$ cat src/hw/rtl/button_press_duration_classifier_assert.svh
// assertion macros used by the button press classifier top level
`ifndef BUTTON_PRESS_DURATION_CLASSIFIER_ASSERT_SVH
`define BUTTON_PRESS_DURATION_CLASSIFIER_ASSERT_SVH

// checked at every clock edge, held off while reset is low
`define BPDC_ASSERT(name, clk, rst_n, prop) \
  name: assert property (@(posedge clk) disable iff (!rst_n) prop) \
    else $error("bpdc assertion failed");

// checked at every clock edge, reset included
`define BPDC_ASSERT_ALWAYS(name, clk, prop) \
  name: assert property (@(posedge clk) prop) \
    else $error("bpdc assertion failed");

`endif

$ cat src/hw/rtl/bpdc_pkg.sv
// types and constants of the button press classifier
package bpdc_pkg;

  localparam int unsigned NumButtons = 2;
  localparam int unsigned CountBits  = 16;
  localparam int unsigned LimitBits  = 16;
  localparam int unsigned CmdBits    = 8;
  localparam int unsigned CfgAddrBits = 4;
  localparam int unsigned CfgDataBits = 16;
  localparam int unsigned CmpBits    = (CountBits > LimitBits) ? CountBits : LimitBits;

  localparam logic [CountBits-1:0] CountMax = {CountBits{1'b1}};

  localparam logic [1:0] NoButton = 2'd2;

  localparam logic [CfgAddrBits-1:0] RegShortLimitB0 = 4'd0;
  localparam logic [CfgAddrBits-1:0] RegLongLimitB0  = 4'd1;
  localparam logic [CfgAddrBits-1:0] RegShortLimitB1 = 4'd2;
  localparam logic [CfgAddrBits-1:0] RegLongLimitB1  = 4'd3;
  localparam logic [CfgAddrBits-1:0] RegCmdB0Short   = 4'd4;
  localparam logic [CfgAddrBits-1:0] RegCmdB0Long    = 4'd5;
  localparam logic [CfgAddrBits-1:0] RegCmdB1Short   = 4'd6;
  localparam logic [CfgAddrBits-1:0] RegCmdB1Long    = 4'd7;

  localparam logic [LimitBits-1:0] ShortLimitReset = 16'd2;
  localparam logic [LimitBits-1:0] LongLimitReset  = 16'd10;

  typedef struct packed {
    logic [LimitBits-1:0] short_limit;
    logic [LimitBits-1:0] long_limit;
    logic [CmdBits-1:0]   cmd_short;
    logic [CmdBits-1:0]   cmd_long;
  } btn_cfg_t;

  typedef struct packed {
    logic               event_kind;
    logic [CmdBits-1:0] command_id;
    logic               button_index;
    logic               press_class;
  } result_t;

endpackage

$ cat src/hw/rtl/button_press_duration_classifier.sv
// top level of the short/long button press classifier
// One beat of button levels is taken per cycle, one tick each, and a release that
// lands in a button's short or long window yields one result beat; the hold counter
// and release compare sit in front of a result register with a one-deep skid stage,
// so input is stalled only while both hold a result that the sink has not taken.
// Configuration writes land in the next cycle and reset restores limits 2 and 10
// and all commands to zero (undo).
`include "button_press_duration_classifier_assert.svh"

module button_press_duration_classifier
  import bpdc_pkg::*;
(
  input  logic                   clk_i,
  input  logic                   rst_ni,
  input  logic                   in_valid_i,
  output logic                   in_stall_o,
  input  logic [NumButtons-1:0]  button_levels_i,
  output logic                   out_valid_o,
  input  logic                   out_stall_i,
  output logic                   event_kind_o,
  output logic [CmdBits-1:0]     command_id_o,
  output logic                   button_index_o,
  output logic                   press_class_o,
  input  logic                   cfg_we_i,
  input  logic [CfgAddrBits-1:0] cfg_addr_i,
  input  logic [CfgDataBits-1:0] cfg_wdata_i
);

  btn_cfg_t cfg_b0_q, cfg_b1_q;

  logic [1:0]           active_q, active_d;
  logic [CountBits-1:0] count_q, count_d;

  logic    out_valid_q, out_valid_d;
  logic    skid_valid_q, skid_valid_d;
  result_t out_data_q, out_data_d;
  result_t skid_data_q, skid_data_d;

  logic     in_fire;
  logic     out_fire;
  logic     held;
  logic     releasing;
  logic     hit;
  logic     res_valid;
  btn_cfg_t sel_cfg;
  result_t  result;

  // configuration registers
  always_ff @(posedge clk_i or negedge rst_ni) begin
    if (!rst_ni) begin
      cfg_b0_q <= '{short_limit: ShortLimitReset, long_limit: LongLimitReset,
                    cmd_short: '0, cmd_long: '0};
      cfg_b1_q <= '{short_limit: ShortLimitReset, long_limit: LongLimitReset,
                    cmd_short: '0, cmd_long: '0};
    end else if (cfg_we_i) begin
      unique case (cfg_addr_i)
        RegShortLimitB0: cfg_b0_q.short_limit <= cfg_wdata_i[LimitBits-1:0];
        RegLongLimitB0:  cfg_b0_q.long_limit  <= cfg_wdata_i[LimitBits-1:0];
        RegShortLimitB1: cfg_b1_q.short_limit <= cfg_wdata_i[LimitBits-1:0];
        RegLongLimitB1:  cfg_b1_q.long_limit  <= cfg_wdata_i[LimitBits-1:0];
        RegCmdB0Short:   cfg_b0_q.cmd_short   <= cfg_wdata_i[CmdBits-1:0];
        RegCmdB0Long:    cfg_b0_q.cmd_long    <= cfg_wdata_i[CmdBits-1:0];
        RegCmdB1Short:   cfg_b1_q.cmd_short   <= cfg_wdata_i[CmdBits-1:0];
        RegCmdB1Long:    cfg_b1_q.cmd_long    <= cfg_wdata_i[CmdBits-1:0];
        default: ;
      endcase
    end
  end

  assign in_stall_o = skid_valid_q;
  assign in_fire    = in_valid_i && !skid_valid_q;
  assign out_fire   = out_valid_q && !out_stall_i;

  assign releasing = (active_q != NoButton);
  assign held      = releasing && !button_levels_i[active_q[0]];
  assign sel_cfg   = active_q[0] ? cfg_b1_q : cfg_b0_q;

  bpdc_classify u_classify (
    .cfg_i    (sel_cfg),
    .count_i  (count_q),
    .button_i (active_q[0]),
    .hit_o    (hit),
    .result_o (result)
  );

  assign res_valid = in_fire && !held && releasing && hit;

  // hold tracking
  always_comb begin
    active_d = active_q;
    count_d  = count_q;
    if (in_fire) begin
      if (held) begin
        if (count_q != CountMax) begin
          count_d = count_q + 1'b1;
        end
      end else begin
        active_d = NoButton;
        priority if (!button_levels_i[0]) begin
          active_d = 2'd0;
          count_d  = CountBits'(1);
        end else if (!button_levels_i[1]) begin
          active_d = 2'd1;
          count_d  = CountBits'(1);
        end else begin
        end
      end
    end
  end

  // result register with skid stage
  always_comb begin
    out_valid_d  = out_valid_q;
    out_data_d   = out_data_q;
    skid_valid_d = skid_valid_q;
    skid_data_d  = skid_data_q;
    if (!out_valid_q || out_fire) begin
      out_valid_d  = skid_valid_q || res_valid;
      out_data_d   = skid_valid_q ? skid_data_q : result;
      skid_valid_d = 1'b0;
    end else if (res_valid) begin
      skid_valid_d = 1'b1;
      skid_data_d  = result;
    end
  end

  always_ff @(posedge clk_i or negedge rst_ni) begin
    if (!rst_ni) begin
      active_q     <= NoButton;
      count_q      <= '0;
      out_valid_q  <= 1'b0;
      skid_valid_q <= 1'b0;
    end else begin
      active_q     <= active_d;
      count_q      <= count_d;
      out_valid_q  <= out_valid_d;
      skid_valid_q <= skid_valid_d;
    end
  end

  always_ff @(posedge clk_i) begin
    out_data_q  <= out_data_d;
    skid_data_q <= skid_data_d;
  end

  assign out_valid_o    = out_valid_q;
  assign event_kind_o   = out_data_q.event_kind;
  assign command_id_o   = out_data_q.command_id;
  assign button_index_o = out_data_q.button_index;
  assign press_class_o  = out_data_q.press_class;

  `BPDC_ASSERT_ALWAYS(a_skid_implies_out, clk_i, skid_valid_q |-> out_valid_q)
  `BPDC_ASSERT(a_skid_fill_on_stall, clk_i, rst_ni,
    $rose(skid_valid_q) |-> $past(out_valid_q && out_stall_i))
  `BPDC_ASSERT(a_active_code, clk_i, rst_ni, active_q != 2'd3)
  `BPDC_ASSERT(a_count_when_active, clk_i, rst_ni,
    (active_q != NoButton) |-> (count_q != '0))
  `BPDC_ASSERT(a_undo_iff_zero, clk_i, rst_ni,
    out_valid_q |-> (event_kind_o == (command_id_o == '0)))

endmodule

$ cat src/hw/rtl/bpdc_classify.sv
// release classifier: hold count against the limits of the released button
module bpdc_classify
  import bpdc_pkg::*;
(
  input  btn_cfg_t             cfg_i,
  input  logic [CountBits-1:0] count_i,
  input  logic                 button_i,
  output logic                 hit_o,
  output result_t              result_o
);

  logic [CmpBits-1:0] count_ext;
  logic [CmpBits-1:0] lo_ext;
  logic [CmpBits-1:0] hi_ext;
  logic               is_short;
  logic               is_long;
  logic [CmdBits-1:0] cmd;

  assign count_ext = CmpBits'(count_i);
  assign lo_ext    = CmpBits'(cfg_i.short_limit);
  assign hi_ext    = CmpBits'(cfg_i.long_limit);

  assign is_long  = count_ext >= hi_ext;
  assign is_short = (count_ext >= lo_ext) && !is_long;
  assign hit_o    = is_short || is_long;
  assign cmd      = is_long ? cfg_i.cmd_long : cfg_i.cmd_short;

  always_comb begin
    result_o.event_kind   = (cmd == '0);
    result_o.command_id   = cmd;
    result_o.button_index = button_i;
    result_o.press_class  = is_long;
  end

endmodule
$ cat config.mk
export PLATFORM = sky130hd
export DESIGN_NAME = button_press_duration_classifier
export DESIGN_NICKNAME = d
export VERILOG_FILES = /design/src/hw/rtl/bpdc_pkg.sv /design/src/hw/rtl/button_press_duration_classifier.sv /design/src/hw/rtl/bpdc_classify.sv
export VERILOG_INCLUDE_DIRS = /design/src /design/src/hw/rtl
export SDC_FILE = /design/constraint.sdc
export NUM_CORES = 1
export LEC_CHECK = 0
export BUFFER_PORTS_ARGS = -buffer_cell sky130_fd_sc_hd__buf_2
export CAP_MARGIN = 20
export CORE_UTILIZATION = 61
export DETAILED_ROUTE_END_ITERATION = 12
export GPL_TIMING_DRIVEN = 1
export PLACE_DENSITY = 0.8
export SYNTH_ARGS = -nofsm -noshare
export SYNTH_HDL_FRONTEND = slang
export SYNTH_SLANG_ARGS = --single-unit
$ cat constraint.sdc
create_clock -name clk_i -period 5.4 [get_ports clk_i]
set_input_delay 1.08 -clock clk_i [delete_from_list [all_inputs] [get_ports clk_i]]
set_output_delay 1.08 -clock clk_i [all_outputs]
set_load 0.02 [all_outputs]
# After elaboration in Yosys (flattened, before gate mapping)

Index checks and enable logic that the tools add are counted.

Bits in registers: 138
Input port bits: 27
Output and inout port bits: 13
Logic and storage cells: 80

Add/sub/neg operators: 1
$lt $le $gt $ge: 3
Equality and inequality tests: 11
Muxes and demuxes: 13
Bitwise operators: 2
Reductions and logical operators: 30

Operators by type and width:

| cell                                                                     | count |
|---|---|
| 16-bit two-way mux                                                       | 4 |
| 48-bit two-way mux                                                       | 1 |
| 16-bit greater-or-equal comparator                                       | 2 |
| 2-bit AND reduction                                                      | 10 |
| 16-bit by 1-bit adder with 16-bit output (second input constant)         | 1 |
| 4-bit by 3-bit equality test with 1-bit output (second input constant)   | 4 |
| 16-bit inequality test (second input constant)                           | 1 |
| 11-bit two-way mux                                                       | 1 |
| 4-bit by 2-bit equality test with 1-bit output (second input constant)   | 2 |
| 8-bit zero test                                                          | 1 |
| 8-bit two-way mux                                                        | 1 |
| 1-bit logical AND                                                        | 7 |
| 1-bit zero test                                                          | 6 |
| 4-bit by 1-bit equality test with 1-bit output (second input constant)   | 1 |
| 4-bit zero test                                                          | 1 |
| 1-bit two-way mux                                                        | 4 |
| 2-bit two-way mux                                                        | 2 |
| 1-bit logical OR                                                         | 3 |
| 3-bit by 2-bit inequality test with 1-bit output (second input constant) | 1 |
| 3-bit AND reduction                                                      | 1 |
| 1-bit by 2-bit < comparator with 1-bit output (second input constant)    | 1 |
| 2-bit by 1-bit inequality test with 1-bit output (second input constant) | 1 |
| 2-bit inequality test (second input constant)                            | 1 |
| 1-bit inverter                                                           | 2 |
| 2-bit nonzero test                                                       | 1 |

# Logic depth before layout (Yosys ltp)

Gate-level depths: netlist of the first run.

Depth in word-level cells: 10
Gate-level depth with buffers: 14
Depth with buffers taken out: 10

# Modules after synthesis

From an unflattened synthesis of the first run, not the netlist that was laid out.

Cells, all modules: 560
Area total of the unflattened synthesis: 7089.3 um^2

By module, submodules not included:

| module                           | times used | cells an instance | area each (um^2) | seq. area each (um^2) |
|---|---|---|---|---|
| button_press_duration_classifier | 1          | 430               | 6160.9           | 3572.2 |
| bpdc_classify                    | 1          | 130               | 928.4            | 0.0 |

# Worst setup path before layout of the first run

OpenSTA, ideal clock, no wires.

Path type: reg2reg
From: reg active_q[0]
To: reg skid_data_q[0] (netlist name), enable pin
Library setup time: 0.378 ns
Data arrival time: 3.444 ns
Data required time: 5.022 ns
Setup slack: 1.578 ns
Cell stages (with the launch flop): 15
Buffers on the path: 4
Clock period less this slack: 3.822 ns
Path through: dfrtp_1 buf_2 clkbuf_1 clkbuf_1 mux2i_1 ha_1 nand4_1 nor4_1 a311oi_1 o21ai_1 buf_6 nor2_1 o21ai_0 o221ai_1 nor2_1

RTL lines:

| what                   | RTL line                                | text |
|---|---|---|
| from (decl)            | button_press_duration_classifier.sv:31  | `logic [1:0] active_q, active_d;` |
| from (signal assigned) | button_press_duration_classifier.sv:129 | `active_q <= NoButton;` |
| from (signal assigned) | button_press_duration_classifier.sv:134 | `active_q <= active_d;` |
| to (signal assigned)   | button_press_duration_classifier.sv:143 | `skid_data_q <= skid_data_d;` |
| to (decl)              | button_press_duration_classifier.sv:37  | `result_t skid_data_q, skid_data_d;` |

# Final worst setup path of the first run

From: reg active_q[0]
To: reg skid_data_q[7] (netlist name), enable pin

Word-level cells in the longest chain between the ends: 9
Elaborated cells between the ends (all ways): 16
Those cells by class: order compare (2); eq/ne (1); mux (3); reduce/logical (10)

RTL lines:

| what                                                                                       | RTL line                               | text |
|---|---|---|
| parallel branches: the longest is 7 deep, another holds 16-bit greater-or-equal comparator | n/a                                    |  |
| 1-bit logical AND (*)                                                                      | button_press_duration_classifier.sv:86 | `assign res_valid = in_fire && !held && releasing && hit;` |
| 2-bit AND reduction (no source line) (*)                                                   | n/a                                    |  |

Mark *: on every way between the ends. The select of a mux whose other input is x is not followed.
A chain may end at the register's enable or synchronous reset.

==> results.toml, run 1 <==
[floorplan]
start_util = 0.6341
die_y_um = 106.1
die_area_um2 = 11250
pin_count = 40
fp-row-count = 37
die_w_um = 106.1
core_area_um2 = 10420

[timing]
rsz0062_at_grt = "no"
finalSetupTns_ns = 0
final_max_slew_viol_count = 0
fin_crit_sh = 0.7043
tightest_slew_ns = 1.041
timing.fmax_ghz = 0.2629
slew_headroom = 0.3049
post-route-min-period_ns = 3.803
final-hold-violation-count = 0
setup_viol = 0
finalClockSkew_ns = 0.007270

[power]
p_leak_nw = 3.343
p_clk_frac = 0.348
p_int_w = 0.002251
power.density_nw_per_um2 = 412.3
power_switching_share = 0.2719
peakVddDrop_mv = 0.2842
power_frac_comb = 0.192
power_frac_seq = 0.460
p_switching_w = 0.0008405

[synth]
synth_edf_count = 22
ys_ff_latch = 138
synth_area_um2 = 6605
avgSynthCellArea_um2 = 13.34
syn-instance-count = 495
synthFlopType = "dfrtp_1"
synth.distinct_cells = 37
ys_seq_area_frac = 0.5408
yosysWarnings = 0
synth-async-reset-ratio = 0.8406
yosysTopAreaCellShare = 0.4130
synth_area_leader_cell = "dfrtp_1"
synth_area_leaders = "dfrtp_1, mux2_2, edfxtp_1"
synth_nets = 555

[run_status]
status = "complete, no violations"

[placed_design]
numPortBuffers = 39
dp_cells = 658
placed_area_um2 = 6939
routabilityCongestion = 0.8540
dp_hpwl_um = 8985

[critical_path]
cp_slowest_cell = "dfrtp_2"
slowest_delay_ns = 0.91
cpMostUsedCell = "a21oi_1"
worstRegToRegCells = 11
crit_fanout = 30
path_class = "register to register"
r2r_start = "active_q[0]"
r2r_setup_slack_ns = 1.60
path_cells = "buf_4 -> mux2_2 -> ha_1 -> nand2b_1 -> a21oi_1 -> nor2b_1 -> o21ai_0 -> a21oi_1 -> o41a_1 -> o221ai_1 -> nor2_1"
startpoint_type = "register"
worstSetupEndpointType = "register"
path_buf_inv = 1
cp.required_ns = 5.55
r2r_end = "skid_data_q[7]"
cp_top_family = "flip-flops"
cp.arrival_ns = 3.96

[grt]
grt_use_total = 0.2672
grt_max_degree = 72
grt_overflow = 0
grt_pass1_wl_um = 22280
grt_pass1_vias = 4283
grt_antenna_before_repair = 0

[drt]
firstDrtPassIters = 4
antenna_left = 0
drc = 0
viasPerCell = 6.107
routed-via-count = 4220
first_iter_violations = 183
drt_wl_total_um = 13630
wire_per_inst_um = 19.72

[layout]
multi_input_area_um2 = 2934
final_cell_mix = "dfrtp_1, mux2_2, buf_2"
final_common_cell = "dfrtp_1"
area_growth_syn_to_layout_pct = 13.53
final_cell_area_um2 = 7498
diodes = 0
drive_above_1_share = 0.3550
seq_area_um2 = 3573
stdcell_count = 691
nets = 602
fillerInstances = 695

[clock_network]
ctsHtreeMaxLevel = 4
root_buffer = "clkbuf_8"
clk_latency_ns = 0.53
post_cts_buffers = 0
cts.sinks = 138
holdBufCountCts = 0
clk_path_buf_depth = 2
cts_buffers = 17
post_cts_resized = 0
clkTransAtPathRegs_ns = 0.06
tritoncts = "yes"

[hold_path]
hp-class = "register to register"
whs_endpoint = "cfg_b1_q[42]"
worstHoldStart = "cfg_b1_q[42]"
worstHoldPathCells = 1

[flow_run]
drv_cap = 0
==> sequential cells by signal, indices dropped and copies added (netlist names) <==
signal          count
button_index_o      1
out_valid_o         1
count_q            16
cfg_b0_q           48
event_kind_o        1
cfg_b1_q           48
command_id_o        8
press_class_o       1
active_q            2
in_stall_o          1
skid_data_q        11
==> area by class of cell <==
type,count,share of cell area
Clock buffer,25,0.06458
Clock inverter,7,0.009011
Inverter,7,0.003504
Multi-Input combinational cell,333,0.3913
Sequential cell,138,0.4766
Tap cell,136,0.02269
Timing Repair Buffer,45,0.03237
==> per-layer routing <==
metal / vias to the layer above / part of all wire / wire length (um) / global-route usage
met2: 122 / 0.48 / 6518 / 0.4136
li1: 1929 / - / - / -
met4: 0 / 0.014 / 192 / 0.1101
met3: 15 / 0.059 / 800 / 0.06009
met5: - / 0 / 0 / 0
met1: 2154 / 0.45 / 6118 / 0.3676
==> cell families after synthesis <==
family,count (synthesis),synth area share
adders and majority gates,33,0.06251
buffers and inverters,24,0.01496
xor gates and xnor gates,7,0.009282
muxes,144,0.2552
and+or+nand+nor,100,0.07539
DFF,138,0.5408
AOI/OAI and AO/OA,49,0.04186
==> power by group through the flow <==
stage	clock network, W	registers (W)	logic, W
6_report	0.00108	0.00142	0.000592
2_1_floorplan	0	0.00140	0.000422
3_3_place_gp	0	0.00142	0.000555
3_5_place_dp	0	0.00143	0.000586
5_1_grt	0.00112	0.00145	0.000660
4_1_cts	0.00109	0.00142	0.000596
==> synth_stat cells (all sizes together) (3+ instances only) <==
cell type  count
a21oi         23
clkbuf        15
dfrtp        109
dfstp          7
edfxtp        22
ha            33
inv            7
mux2         105
mux2i         30
mux4           9
nand2         30
nand2b         3
nand3          5
nand3b         3
nand4          5
nor2          22
nor2b          4
nor3           5
nor3b          3
nor4           7
o21ai         19
or3            9
xnor2          4
xor2           3
==> worst max path at each step <==
stage                                end        start  depth (start not counted)
after floorplan           skid_data_q[0]  active_q[0]                         14
after global placement    skid_data_q[5]  active_q[0]                         10
after detailed placement  skid_data_q[7]  active_q[0]                         10
after CTS                 skid_data_q[7]  active_q[0]                         10
after global routing      skid_data_q[7]  active_q[0]                         11
final                     skid_data_q[7]  active_q[0]                         11
==> through the flow <==
| stage | hold slack, ns | power (W) | worst slack, ns | utilization |
|---|---|---|---|---|
| after CTS | 0.5063 | 0.003105 | 1.218 | 0.7192 |
| final | 0.5054 | 0.003091 | 1.597 | 0.7199 |
| after global placement | 0.4836 | 0.001975 | 1.461 | 0.6662 |
| after floorplan | 0.4420 | 0.001826 | 1.578 | - |
| after global routing | 0.5162 | 0.003231 | 1.360 | 0.7199 |
| after detailed placement | 0.4931 | 0.002020 | 1.329 | 0.6662 |
Power figures use the tool's default switching activity.
==> run 2, diff against run 1 <==
- CORE_UTILIZATION: 61 -> 55
- PLACE_DENSITY: 0.8 -> 0.76
- clock period: 5.4 -> 3.1 ns (I/O delays scaled with it)
==> results.toml, run 2 (synthesis results as in run 1) <==
[drt]
antenna_left = 0
drt_wl_total_um = 14730
firstDrtPassIters = 9
first_iter_violations = 367
wire_per_inst_um = 20.62
viasPerCell = 6.118
routed-via-count = 4368
drc = 3

[grt]
grt_pass1_vias = 4564
grt_pass1_wl_um = 24340
grt_overflow = 0
grt_use_total = 0.2619
grt_max_degree = 72
grt_antenna_before_repair = 0

[timing]
post-route-min-period_ns = 3.073
timing.fmax_ghz = 0.3254
slew_headroom = 0.3837
final_max_slew_viol_count = 0
final-hold-violation-count = 0
finalClockSkew_ns = 0.008358
fin_crit_sh = 0.9912
holdWs_ns = 0.3112
rsz0062_at_grt = "yes"
setup_viol = 0
tightest_slew_ns = 0.9245

[placed_design]
placed_area_um2 = 7133
dp_hpwl_um = 9847
dp_cells = 680
numPortBuffers = 39
routabilityCongestion = 0.8761

[floorplan]
start_util = 0.5711
die_area_um2 = 12450
die_w_um = 111.6
die_y_um = 111.6
core_area_um2 = 11560
pin_count = 40
fp-row-count = 39

[layout]
final_common_cell = "dfrtp_1"
drive_above_1_share = 0.3818
nets = 618
final_cell_mix = "dfrtp_1, mux2_2, buf_2"
stdcell_count = 714
area_growth_syn_to_layout_pct = 18.45
largestRegisters = "cfg_b0_q x48, cfg_b1_q x48, count_q x16"
final_cell_area_um2 = 7824
diodes = 0

[hold_path]
hp-class = "input port to asynchronous set/reset pin"

[power]
peakVddDrop_mv = 0.4668
p_leak_nw = 3.495
power.density_nw_per_um2 = 736.4

[clock_network]
ctsHtreeMaxLevel = 4
tritoncts = "yes"
holdBufCountCts = 0
root_buffer = "clkbuf_16"
cts.sinks = 138
clk_path_buf_depth = 2
clkTransAtPathRegs_ns = 0.06
clk_latency_ns = 0.43
cts_buffers = 17

[flow_run]
drv_cap = 0

[critical_path]
cp.arrival_ns = 3.25
cp.required_ns = 3.28
crit_fanout = 12
startpoint_type = "register"
worstSetupEndpointType = "register"
path_class = "register to register"

[run_status]
violations = "DRC"
status = "complete, but fails checks"
-- run 2: worst paths after layout --
kind / from / end / slack [ns] / cells after the start
max in group asynchronous: rst_ni / cfg_b0_q[23] / 1.97 / 2
min in group clk_i: button_levels_i[1] / active_q[0] / 0.44 / 2
min reg2reg: cfg_b0_q[26] / cfg_b0_q[26] / 0.50 / 1
min: rst_ni / cfg_b0_q[24] / 0.31 / 1
max: active_q[0] / event_kind_o / 0.03 / 11
max reg2reg: active_q[0] / event_kind_o / 0.03 / 11
-- run 2: critical path, stage by stage, from the launching register on --
cell and delay [ns]:
dfrtp_2 0.47, mux2_4 0.34, ha_4 0.22, nand2b_4 0.13, a2111o_1 0.35, a311oi_1 0.21
o21ai_1 0.16, buf_12 0.18, mux4_2 0.26, nor3_2 0.05, and3b_1 0.19, mux2_4 0.25
-- run 2: report_power, final --
part           leakage, nW  switching, W  total, W  internal [W]
clock network        0.309      0.000756   0.00217       0.00141
logic                 1.53      0.000536   0.00113      0.000593
registers             1.66      0.000232   0.00246       0.00223
total                 3.49       0.00152   0.00576       0.00424
-- run 2: timing repair --
item	CTS	global route
endpoints found under the setup margin	1	17
pin swaps	2	2
cloned	1	0
buffers inserted	1	0
gates resized for setup	0	1
-- run 2: metrics by stage --
stage / setup WS [ns] / setup TNS, ns / power [W] / util
floorplan: -0.05045 / -0.05045 / 0.003219 / -
global placement: 0.1227 / 0 / 0.003496 / 0.6168
detailed placement: 0.02556 / 0 / 0.003572 / 0.6168
CTS: 0.02134 / 0 / 0.005780 / 0.6760
global route: -0.1492 / -1.745 / 0.006028 / 0.6765
finish: 0.02724 / 0 / 0.005762 / 0.6765
-- run 2: metal layers --
layer | track usage | wire [um] | up-vias
met1 | 0.3435 | 6544 | 2229
li1 | - | - | 1961
met2 | 0.4100 | 6895 | 140
met4 | 0.1045 | 363 | 0
met3 | 0.07948 | 921 | 38
met5 | 0 | 0 | -
-- run 2: final cells by class --
class | count | area, um^2
Clock inverter | 14 | 202.7
Fill cell | 794 | 3741
Tap cell | 143 | 178.9
Inverter | 7 | 26.28
Timing Repair Buffer | 61 | 437.9
Multi-Input combinational cell | 333 | 2975
Clock buffer | 18 | 429.2
Sequential cell | 138 | 3573
==> run 3, diff against run 2 <==
- CORE_MARGIN: not set -> 10
==> results.toml, run 3 (synthesis results as in run 1) <==
[timing]
rsz0062_at_grt = "yes"
final_max_slew_viol_count = 0
tightest_slew_ns = 0.8190
fin_crit_sh = 1.003
slew_headroom = 0.4520
final-hold-violation-count = 0
timing.fmax_ghz = 0.3216
setup_viol = 1
finalClockSkew_ns = 0.007619
holdWs_ns = 0.1192
post-route-min-period_ns = 3.110
layout_setup_ws_ns = -0.009672

[critical_path]
cp_slowest_cell = "dfrtp_2"
path_cells = "mux2_4 -> ha_4 -> nand2b_4 -> a2111o_1 -> a311oi_2 -> o21ai_2 -> buf_6 -> mux4_2 -> nor3_2 -> and3b_2 -> mux2_4"
worstSetupEndpointType = "register"
crit_fanout = 5
cpMostUsedCell = "mux2_4"
path_class = "register to register"
startpoint_type = "register"
cp_top_family = "multiplexers"
cp.arrival_ns = 3.28
cp.required_ns = 3.27
path_buf_inv = 1
slowest_delay_ns = 0.45

[drt]
wire_per_inst_um = 19.83
antenna_left = 0
drc = 0
drt_wl_total_um = 14180
firstDrtPassIters = 4
routed-via-count = 4237
viasPerCell = 5.926
first_iter_violations = 329

[clock_network]
cts_buffers = 17
clkTransAtPathRegs_ns = 0.06
root_buffer = "clkbuf_16"
cts.sinks = 138
clk_path_buf_depth = 2
clk_latency_ns = 0.42
ctsHtreeMaxLevel = 4
tritoncts = "yes"

[power]
p_switching_w = 0.001512
power.density_nw_per_um2 = 741.8
p_clk_frac = 0.383
power_frac_seq = 0.422
peakVddDrop_mv = 0.5390
power_w = 0.005824
p_int_w = 0.004312
power_frac_comb = 0.195
power_switching_share = 0.2597
p_leak_nw = 3.500

[grt]
grt_use_total = 0.1751
grt_overflow = 0
grt_antenna_before_repair = 0
grt_pass1_wl_um = 22780
grt_pass1_vias = 4372
grt_max_degree = 89

[placed_design]
numPortBuffers = 39
routabilityCongestion = 0.8359
dp_hpwl_um = 9766
post-place-ws_ns = -0.02564

[layout]
drive_above_1_share = 0.3951
nets = 619
area_growth_syn_to_layout_pct = 18.87
final_common_cell = "dfrtp_1"
final_cell_mix = "dfrtp_1, mux2_2, buf_2"
largestRegisters = "cfg_b0_q x48, cfg_b1_q x48, count_q x16"
seq_area_um2 = 3573
fillerInstances = 778
multi_input_area_um2 = 2997
diodes = 0

[floorplan]
die_y_um = 129.6
die_area_um2 = 16790
start_util = 0.5711
core_area_um2 = 11560
fp-row-count = 39
die_w_um = 129.6
pin_count = 40

[run_status]
violations = "setup timing"
status = "complete, but fails checks"

[flow_run]
drv_cap = 0

[hold_path]
hp-class = "input port to asynchronous set/reset pin"
run 3: repair_timing:
| item | in CTS | in global routing |
|---|---|---|
| gates resized for setup | 1 | 7 |
| endpoints found under the setup margin | 1 | 17 |
| pin swaps | 0 | 4 |
| buffers inserted | 4 | 4 |
| hold buffers | 0 | 0 |
| gates cloned | 0 | 1 |
run 3: final timing paths:
check                      slack [ns]  cells after the start            to          startpoint
min in group clk_i               0.47                      2   active_q[0]  button_levels_i[1]
setup reg to reg                -0.01                     11  event_kind_o         active_q[0]
setup / recovery                -0.01                     11  event_kind_o         active_q[0]
hold / removal                   0.12                      1  cfg_b0_q[24]              rst_ni
hold reg to reg                  0.51                      1  cfg_b0_q[34]        cfg_b0_q[34]
max in group asynchronous        2.18                      2  cfg_b0_q[19]              rst_ni
run 3: area by class of cell:
class | count | area share
flip-flops and latches | 138 | 0.4551
multi-input cells | 333 | 0.3817
clock buffers | 23 | 0.06486
repair buffers | 62 | 0.05211
well taps | 143 | 0.02279
clock inverters | 9 | 0.02008
inverters | 7 | 0.003347
run 3: metal layers:
metal  part of all wire  wire [um]  global-route usage
met1               0.45       6399              0.2283
met2               0.48       6810              0.2737
met3              0.056        790             0.04772
met4              0.012        177             0.06812
met5                  0          0                   0
run 3: power groups by stage:
stage	combinational (W)	clock, W	sequential (W)
finish	0.00114	0.00223	0.00246
global route	0.00124	0.00233	0.00250
CTS	0.00112	0.00226	0.00246
detailed placement	0.00110	0	0.00248
global placement	0.00104	0	0.00246
floorplan	0.000773	0	0.00245
run 3: stage by stage:
| step | setup TNS, ns | utilization | area, um^2 | instances |
|---|---|---|---|---|
| after global routing | -0.2945 | 0.6789 | 7851 | 715 |
| after detailed placement | -0.02564 | 0.6129 | 7088 | 674 |
| after floorplan | -0.05045 | - | 6691 | 495 |
| final | -0.009672 | 0.6789 | 7851 | 715 |
| after global placement | 0 | 0.6129 | 7088 | 674 |
| after CTS | 0 | 0.6735 | 7789 | 710 |
run 3: worst register-to-register path: stages, from the launching register on:
cell	delay (ns)
dfrtp_2	0.45
mux2_4	0.33
ha_4	0.21
nand2b_4	0.13
a2111o_1	0.36
a311oi_2	0.26
o21ai_2	0.16
buf_6	0.17
mux4_2	0.27
nor3_2	0.04
and3b_2	0.22
mux2_4	0.25
